File: config.mk
export PLATFORM = sky130hd
export DESIGN_NAME = spa_ctrl
export DESIGN_NICKNAME = d
export VERILOG_FILES = /design/src/sv/spa_pkg.sv /design/src/sv/spa_ctrl.sv
export SDC_FILE = /design/constraint.sdc
export NUM_CORES = 1
export LEC_CHECK = 0
export BUFFER_PORTS_ARGS = -buffer_cell sky130_fd_sc_hd__buf_4
export CAP_MARGIN = 40
export CORE_AREA = 4 4 41 43
export CTS_CLUSTER_DIAMETER = 100
export DETAILED_ROUTE_END_ITERATION = 10
export DIE_AREA = 0 0 45 47
export GPL_TIMING_DRIVEN = 1
export PLACE_DENSITY = 0.77
export RECOVER_POWER = 50
export SLEW_MARGIN = 20
export SYNTH_ARGS = -nofsm -noshare
export SYNTH_HDL_FRONTEND = slang
export SYNTH_SLANG_ARGS = --single-unit
File: constraint.sdc
create_clock -name clk -period 4.3 [get_ports clk]
set_clock_uncertainty 0.15 [all_clocks]
set_input_delay 0.86 -clock clk [delete_from_list [all_inputs] [get_ports clk]]
set_output_delay 0.86 -clock clk [all_outputs]
set_load 0.02 [all_outputs]
File: src/sv/spa_pkg.sv
package spa_pkg;

  // Atlas geometry and table sizes.
  localparam int PAGE_SIZE_LOG2 = 8;
  localparam int MAX_PAGES      = 16;
  localparam int MAX_RES        = 1024;
  localparam int MAX_SPRITES    = 256;
  localparam int PAGE_W         = 4;
  localparam int ID_W           = 10;
  localparam int REC_W          = 8;
  localparam int CNT_W          = 9;
  localparam int PCNT_W         = 5;
  localparam int SLOT_W         = 10;
  localparam int TOP_W          = 11;
  localparam int CLS_W          = 4;
  localparam int DIM_W          = 12;
  localparam int POS_W          = 8;
  localparam int EDGE_W         = 13;
  localparam int CELL_W         = 13;
  localparam int MIN_CLASS      = 3;
  localparam int MAX_CLASS      = 12;
  localparam int SLOTS_MAX      = 1024;
  localparam int STACK_AW       = PAGE_W + SLOT_W;
  localparam int PLACE_W        = PAGE_W + SLOT_W + ID_W;
  localparam int BOUNDS_W       = 2 * POS_W + 2 * EDGE_W;
  localparam int MAP_W          = REC_W + 1;

  // Result status codes.
  localparam logic [1:0] ST_OK       = 2'd0;
  localparam logic [1:0] ST_PAGES    = 2'd1;
  localparam logic [1:0] ST_TABLE    = 2'd2;
  localparam logic [1:0] ST_UNCACHED = 2'd3;

  typedef struct packed {
    logic              mode;
    logic [ID_W-1:0]   resource_id;
    logic [DIM_W-1:0]  width;
    logic [DIM_W-1:0]  height;
  } in_t;

  typedef struct packed {
    logic              hit;
    logic [1:0]        status;
    logic [PAGE_W-1:0] page_index;
    logic [SLOT_W-1:0] slot;
    logic [POS_W-1:0]  left;
    logic [POS_W-1:0]  top;
    logic [EDGE_W-1:0] right;
    logic [EDGE_W-1:0] bottom;
    logic [CELL_W-1:0] cell_size;
  } out_t;

  typedef enum logic [3:0] {
    S_CLEAR,
    S_IDLE,
    S_LOOKUP,
    S_REC,
    S_RECUSE,
    S_SWAP_WR,
    S_DEC,
    S_SCAN,
    S_FILL,
    S_POP,
    S_PLACE,
    S_DONE
  } state_t;

  // Commands from the controller to the datapath.
  typedef struct packed {
    logic       take_in;
    logic       clear_sweep;
    logic       rec_rd;
    logic       rec_last;
    logic       pg_from_rec;
    logic       res_rec;
    logic       res_err;
    logic [1:0] err_code;
    logic       unmap;
    logic       swap_wr;
    logic       dec;
    logic       scan_start;
    logic       scan_next;
    logic       open_page;
    logic       fill;
    logic       pop;
    logic       place;
    logic       out_load;
  } cmd_t;

  // Status from the datapath to the controller.
  typedef struct packed {
    logic mode;
    logic cached;
    logic table_full;
    logic is_last;
    logic scan_match;
    logic scan_more;
    logic pages_full;
    logic fill_last;
    logic clr_last;
    logic out_free;
  } sts_t;

  // Size class: ceil(log2(max(w, h, 8))), capped at the largest class.
  function automatic logic [CLS_W-1:0] size_class(logic [DIM_W-1:0] w,
                                                  logic [DIM_W-1:0] h);
    logic [DIM_W-1:0] s;
    logic [CLS_W-1:0] c;
    s = (w > h) ? w : h;
    c = CLS_W'(MIN_CLASS);
    for (int i = MIN_CLASS; i < MAX_CLASS; i++) begin
      if ({1'b0, s} > (13'(1) << i)) begin
        c = CLS_W'(i + 1);
      end
    end
    return c;
  endfunction

  // Number of column bits of a page of the given class.
  function automatic logic [CLS_W-1:0] col_bits(logic [CLS_W-1:0] c);
    return (c < CLS_W'(PAGE_SIZE_LOG2)) ? CLS_W'(CLS_W'(PAGE_SIZE_LOG2) - c) : '0;
  endfunction

endpackage

File: src/sv/spa_ctrl.sv
module spa_ctrl (
  input  logic          clk,
  input  logic          rst,
  input  logic          in_valid,
  output logic          in_ready,
  output spa_pkg::cmd_t cmd,
  input  spa_pkg::sts_t sts
);

  spa_pkg::state_t state;
  spa_pkg::state_t state_next;

  // State register.
  always_ff @(posedge clk) begin
    if (rst) begin
      state <= spa_pkg::S_CLEAR;
    end else begin
      state <= state_next;
    end
  end

  // Next state and commands.
  always_comb begin
    state_next = state;
    cmd        = '0;
    in_ready   = 1'b0;
    case (state)
      spa_pkg::S_CLEAR: begin
        cmd.clear_sweep = 1'b1;
        if (sts.clr_last) begin
          state_next = spa_pkg::S_IDLE;
        end
      end
      spa_pkg::S_IDLE: begin
        in_ready = 1'b1;
        if (in_valid) begin
          cmd.take_in = 1'b1;
          state_next  = spa_pkg::S_LOOKUP;
        end
      end
      spa_pkg::S_LOOKUP: begin
        if (sts.cached) begin
          cmd.rec_rd = 1'b1;
          state_next = spa_pkg::S_REC;
        end else if (sts.mode) begin
          cmd.res_err  = 1'b1;
          cmd.err_code = spa_pkg::ST_UNCACHED;
          state_next   = spa_pkg::S_DONE;
        end else if (sts.table_full) begin
          cmd.res_err  = 1'b1;
          cmd.err_code = spa_pkg::ST_TABLE;
          state_next   = spa_pkg::S_DONE;
        end else begin
          cmd.scan_start = 1'b1;
          state_next     = spa_pkg::S_SCAN;
        end
      end
      spa_pkg::S_REC: begin
        cmd.pg_from_rec = 1'b1;
        state_next      = spa_pkg::S_RECUSE;
      end
      spa_pkg::S_RECUSE: begin
        cmd.res_rec = 1'b1;
        if (!sts.mode) begin
          state_next = spa_pkg::S_DONE;
        end else begin
          cmd.unmap = 1'b1;
          if (sts.is_last) begin
            state_next = spa_pkg::S_DEC;
          end else begin
            cmd.rec_rd   = 1'b1;
            cmd.rec_last = 1'b1;
            state_next   = spa_pkg::S_SWAP_WR;
          end
        end
      end
      spa_pkg::S_SWAP_WR: begin
        cmd.swap_wr = 1'b1;
        state_next  = spa_pkg::S_DEC;
      end
      spa_pkg::S_DEC: begin
        cmd.dec    = 1'b1;
        state_next = spa_pkg::S_DONE;
      end
      spa_pkg::S_SCAN: begin
        if (sts.scan_match) begin
          state_next = spa_pkg::S_POP;
        end else if (sts.scan_more) begin
          cmd.scan_next = 1'b1;
        end else if (sts.pages_full) begin
          cmd.res_err  = 1'b1;
          cmd.err_code = spa_pkg::ST_PAGES;
          state_next   = spa_pkg::S_DONE;
        end else begin
          cmd.open_page = 1'b1;
          state_next    = spa_pkg::S_FILL;
        end
      end
      spa_pkg::S_FILL: begin
        cmd.fill = 1'b1;
        if (sts.fill_last) begin
          state_next = spa_pkg::S_POP;
        end
      end
      spa_pkg::S_POP: begin
        cmd.pop    = 1'b1;
        state_next = spa_pkg::S_PLACE;
      end
      spa_pkg::S_PLACE: begin
        cmd.place  = 1'b1;
        state_next = spa_pkg::S_DONE;
      end
      spa_pkg::S_DONE: begin
        if (sts.out_free) begin
          cmd.out_load = 1'b1;
          state_next   = spa_pkg::S_IDLE;
        end
      end
      default: begin
        state_next = spa_pkg::S_IDLE;
      end
    endcase
  end

  // A request is only taken once the clearing pass is over.
  a_no_take_in_clear: assert property (@(posedge clk) disable iff (rst)
    (state == spa_pkg::S_CLEAR) |-> !cmd.take_in)
    else $error("request taken during clearing pass");

  // Every request ends in exactly one result load before the next is taken.
  a_load_then_idle: assert property (@(posedge clk) disable iff (rst)
    cmd.out_load |=> (state == spa_pkg::S_IDLE))
    else $error("result load did not return to idle");

  // Filling only follows the opening of a page.
  a_fill_after_open: assert property (@(posedge clk) disable iff (rst)
    $rose(state == spa_pkg::S_FILL) |-> $past(cmd.open_page))
    else $error("fill entered without opening a page");

endmodule

Word level (Yosys, flattened, before mapping). Cells that the tools add are included.

Bits in registers: 4. Output and inout bits: 20.

Equal/unequal tests: 16. Muxes and demuxes: 49. Reductions and logical operators: 3.

Operators by type and width (count): case mux 4 bit (11 select lines) (1); two-way mux 4 bit (10); two-way mux 1 bit (24); two-way mux 3 bit (6); == test 4 x 3 -> 1 bit, second input constant (4); == test 4 bit, second input constant (4); two-way mux 2 bit (6); == test 4 x 2 -> 1 bit, second input constant (2); != test 2 bit, second input constant (4); case mux 3 bit (2 select lines) (1); AND reduction 5 bit (1); == test 4 x 1 -> 1 bit, second input constant (1); zero test 4 bit (1); != test 3 bit, second input constant (1); case mux 1 bit (2 select lines) (1); OR reduction 2 bit (1).

Depth between registers and ports, before layout.
Word-level depth: 4. Gate-level depth with buffers: 6.

Least setup slack after synthesis. OpenSTA, ideal clock, no wires.

Path type: input to output. Start: in sts[9] (netlist bit). End: out cmd[12] (netlist bit). Arrival time: 1.819 ns. Required time: 3.290 ns. Path slack: 1.471 ns. Cell stages on the path: 3. Buffers on the path: 0. Path through: nor2_1 -> nor3b_1 -> nand2b_1.

RTL lines: from (decl) (line spa_ctrl.sv:7) `input spa_pkg::sts_t sts`; to (decl) (line spa_ctrl.sv:6) `output spa_pkg::cmd_t cmd,`.

==> qor_table.md <==
| Metric | Value | Unit |
| --- | --- | --- |
| Final critical-path required period | 3120 | ps |
| Sequential share of power | 0.257 | - |
| Worst hold-check slack | 622 | ps |
| Initial standard-cell utilization of the core | 0.453 | - |
| Switching power summed over all nets | 201 | uW |
| Net switching share of the total power | 0.522 | - |
| Path class of the lowest-slack min-delay path | register to register | - |
| Total power | 385 | uW |
| Worst vdd rail ir drop | 0.000276 | V |
| Critical path type | register to output port | - |
| Via count | 758 | - |
| Post-cts repair resize count | 0 | - |
| Initial DRT Pass Iterations | 4 | - |
| WL/cell | 13.4 | um |
| Part of the Yosys area used for sequential elements | 0.136 | - |
| Commonest cells after routing, fill and taps aside | 24 x sky130_fd_sc_hd__buf_4, 9 x sky130_fd_sc_hd__nand2_1, 9 x sky130_fd_sc_hd__nor3_1 | - |
| Vertical extent of the die | 47 | um |
| Area inside the core boundary | 1300 | um^2 |
| Clock sink total | 4 | - |
| Final number of max-transition violations | 0 | - |
| Largest net degree at the start of global routing | 19 | - |
| Setup repair after global routing missed its margin | no | - |
| Clock tree from TritonCTS | built | - |
| Largest register FFs | 4 | - |
| I/O Pins | 33 | - |
| Count of synthesis-stage warnings from yosys | 0 | - |
| Aggregate negative setup slack | 0 | ps |
| Proportion of netlist area held by the largest area contributor | 0.136 | - |
| Synth Instances | 88 | - |
| DR DRC count | 0 | - |
| Arrival time reported for the critical path endpoint | 2110 | ps |
| Final setup fails | 0 | - |
| Largest Register | state | - |
| Outcome | finished, final reports clean | - |
| Leakage dissipation | 0.000368 | uW |
| Power density over the cells | 484 | nW/um^2 |
| Area growth from synthesis to layout | 35.0 | % |
| Detailed-route vias per instance | 5.74 | - |
| Die Area | 2120 | um^2 |
| Number of distinct library cells after synthesis | 35 | - |
| Net count after synthesis | 101 | - |
| Area of the mapped netlist | 589 | um^2 |
| Req. time, crit path | 3290 | ps |
| Final net count | 132 | - |
| Die width | 45 | um |
| Total congestion overflow | 0 | - |
| GPL Wtd Cong | 0.878 | - |
| Syn avg cell area | 6.70 | um^2 |
| Port Buf Inserts | 32 | - |
| Placement Rows | 13 | - |
| Post-cts hold buffer count | 0 | - |
| Clock buffer count from CTS | 3 | - |
| Worst setup slack after placement | 1530 | ps |
| Worst slew pin tran | 575 | ps |
| Cell type with the largest total area after synthesis | sky130_fd_sc_hd__dfxtp_1 | - |
| Power Internal | 184 | uW |
| Number of nets with antenna violations after routing | 0 | - |
| Max Clock Freq | 0.320 | GHz |
| Number of inserted diodes | 0 | - |
| Period utilization | 0.727 | - |
| Clk Tree Root Cell | sky130_fd_sc_hd__clkbuf_4 | - |
| Sum of routed wire length over all layers | 1770 | um |
| Critical Path Source Type | register | - |
| Logic pwr share | 0.619 | - |
| Nature of the critical path endpoint | output port | - |
| Finished Core Util | 0.612 | - |
| Maximum clock insertion buffer count | 2 | - |
| Total half-perimeter wirelength after legalization and detailed placement | 1300 | um |
| Aggregate global-route resource usage | 0.181 | - |
| Biggest regs | state x4 | - |
| Seq cells post-synth | 4 | - |
| Critical path fanouts, max | 15 | - |
| Wire length of the first global-routing pass | 2870 | um |
| Post-CTS setup buffer count | 0 | - |
| Crit path setup slack, layout | 1180 | ps |
| Later-pin clock latency in the skew report | 240 | ps |
| Clock transition time at the flip-flop clock pins of the worst setup and hold paths | 40 | ps |
| Number of H-tree branching levels | 1 | - |
| Number of violations reported at the end of detailed-routing iteration 0 | 26 | - |
| Top post-synthesis cells by area | sky130_fd_sc_hd__dfxtp_1 14%, sky130_fd_sc_hd__nor3_1 6.8%, sky130_fd_sc_hd__nand2_1 5.7% | - |
| Most common cell after layout, fill and taps aside | sky130_fd_sc_hd__buf_4 | - |
| Max transition margin | 0.616 | - |
| Final-report hold violation count | 0 | - |
| Antenna violations before repair | 0 | - |
| Maxcap violations | 0 | - |
| Layout cells sized above 1 | 0.256 | - |
| Via count of the first global-routing pass | 669 | - |
| Clock share of power | 0.124 | - |
==> cells in the mapped netlist, drive strengths merged <==
cell,n
a21boi,1
a21o,2
a21oi,6
a22o,1
a2bb2oi,2
a311oi,1
a31oi,1
and2,4
and3b,1
buf,4
clkbuf,2
clkinv,1
dfxtp,4
inv,5
mux2i,1
nand2,9
nand2b,5
nand4,2
nor2,8
nor2b,3
nor3,9
nor3b,1
nor4,3
nor4b,1
o21a,1
o21ai,3
o21bai,1
o31a,1
o32ai,2
or4b,1
xnor2,1
xor2,1
==> final timing paths <==
check	startpoint	to	slack (ps)	cells past startpoint
min reg2reg	state[1]	state[1]	620	2
max	state[2]	cmd[5]	1180	4
max reg2reg	state[2]	state[3]	2060	5
min	state[1]	state[1]	620	2
==> per-stage QoR <==
stage / instances / area (um^2)
after floorplan: 88 / 589
after global placement: 129 / 812
after detailed placement: 129 / 812
after CTS: 132 / 835
after global routing: 132 / 796
final: 132 / 796
==> worst max-delay path: stages (launching register included) <==
cell	delay (ps)
sky130_fd_sc_hd__dfxtp_1	650
sky130_fd_sc_hd__nand2b_1	300
sky130_fd_sc_hd__or4b_1	610
sky130_fd_sc_hd__clkinvlp_2	150
sky130_fd_sc_hd__buf_4	150
==> cells by family after synthesis <==
family,share of synthesized area
AND/OR/NAND/NOR,0.450
AO/OA/AOI/OAI,0.265
buffers and inverters,0.102
flip-flops,0.136
XOR/XNOR,0.0297
multiplexers,0.0170
==> routing by layer <==
layer  GRT usage  up-vias  share of wire
met1       0.255      328           0.44
met4      0.0526        0         0.0068
met5           0        -              0
li1            -      376              -
met2       0.271       52           0.43
met3      0.0460        2           0.12
==> final cells by class <==
type                    instances  area, um^2
inverters                       6        23.8
well taps                      15        18.8
flip-flops and latches          4        80.1
repair buffers                 32         210
multi-input cells              72         440
fillers                       130         505
clock buffers                   3        22.5
==> power by group through the flow <==
stage	clock, uW	sequential [uW]	combinational, uW
finish	47.9	99.0	238
global route	49.4	103	264
global placement	0	97.8	252
detailed placement	0	97.5	251
floorplan	0	60.3	215
CTS	47.5	96.5	253
No activity file was read; power rests on OpenSTA's default activity.
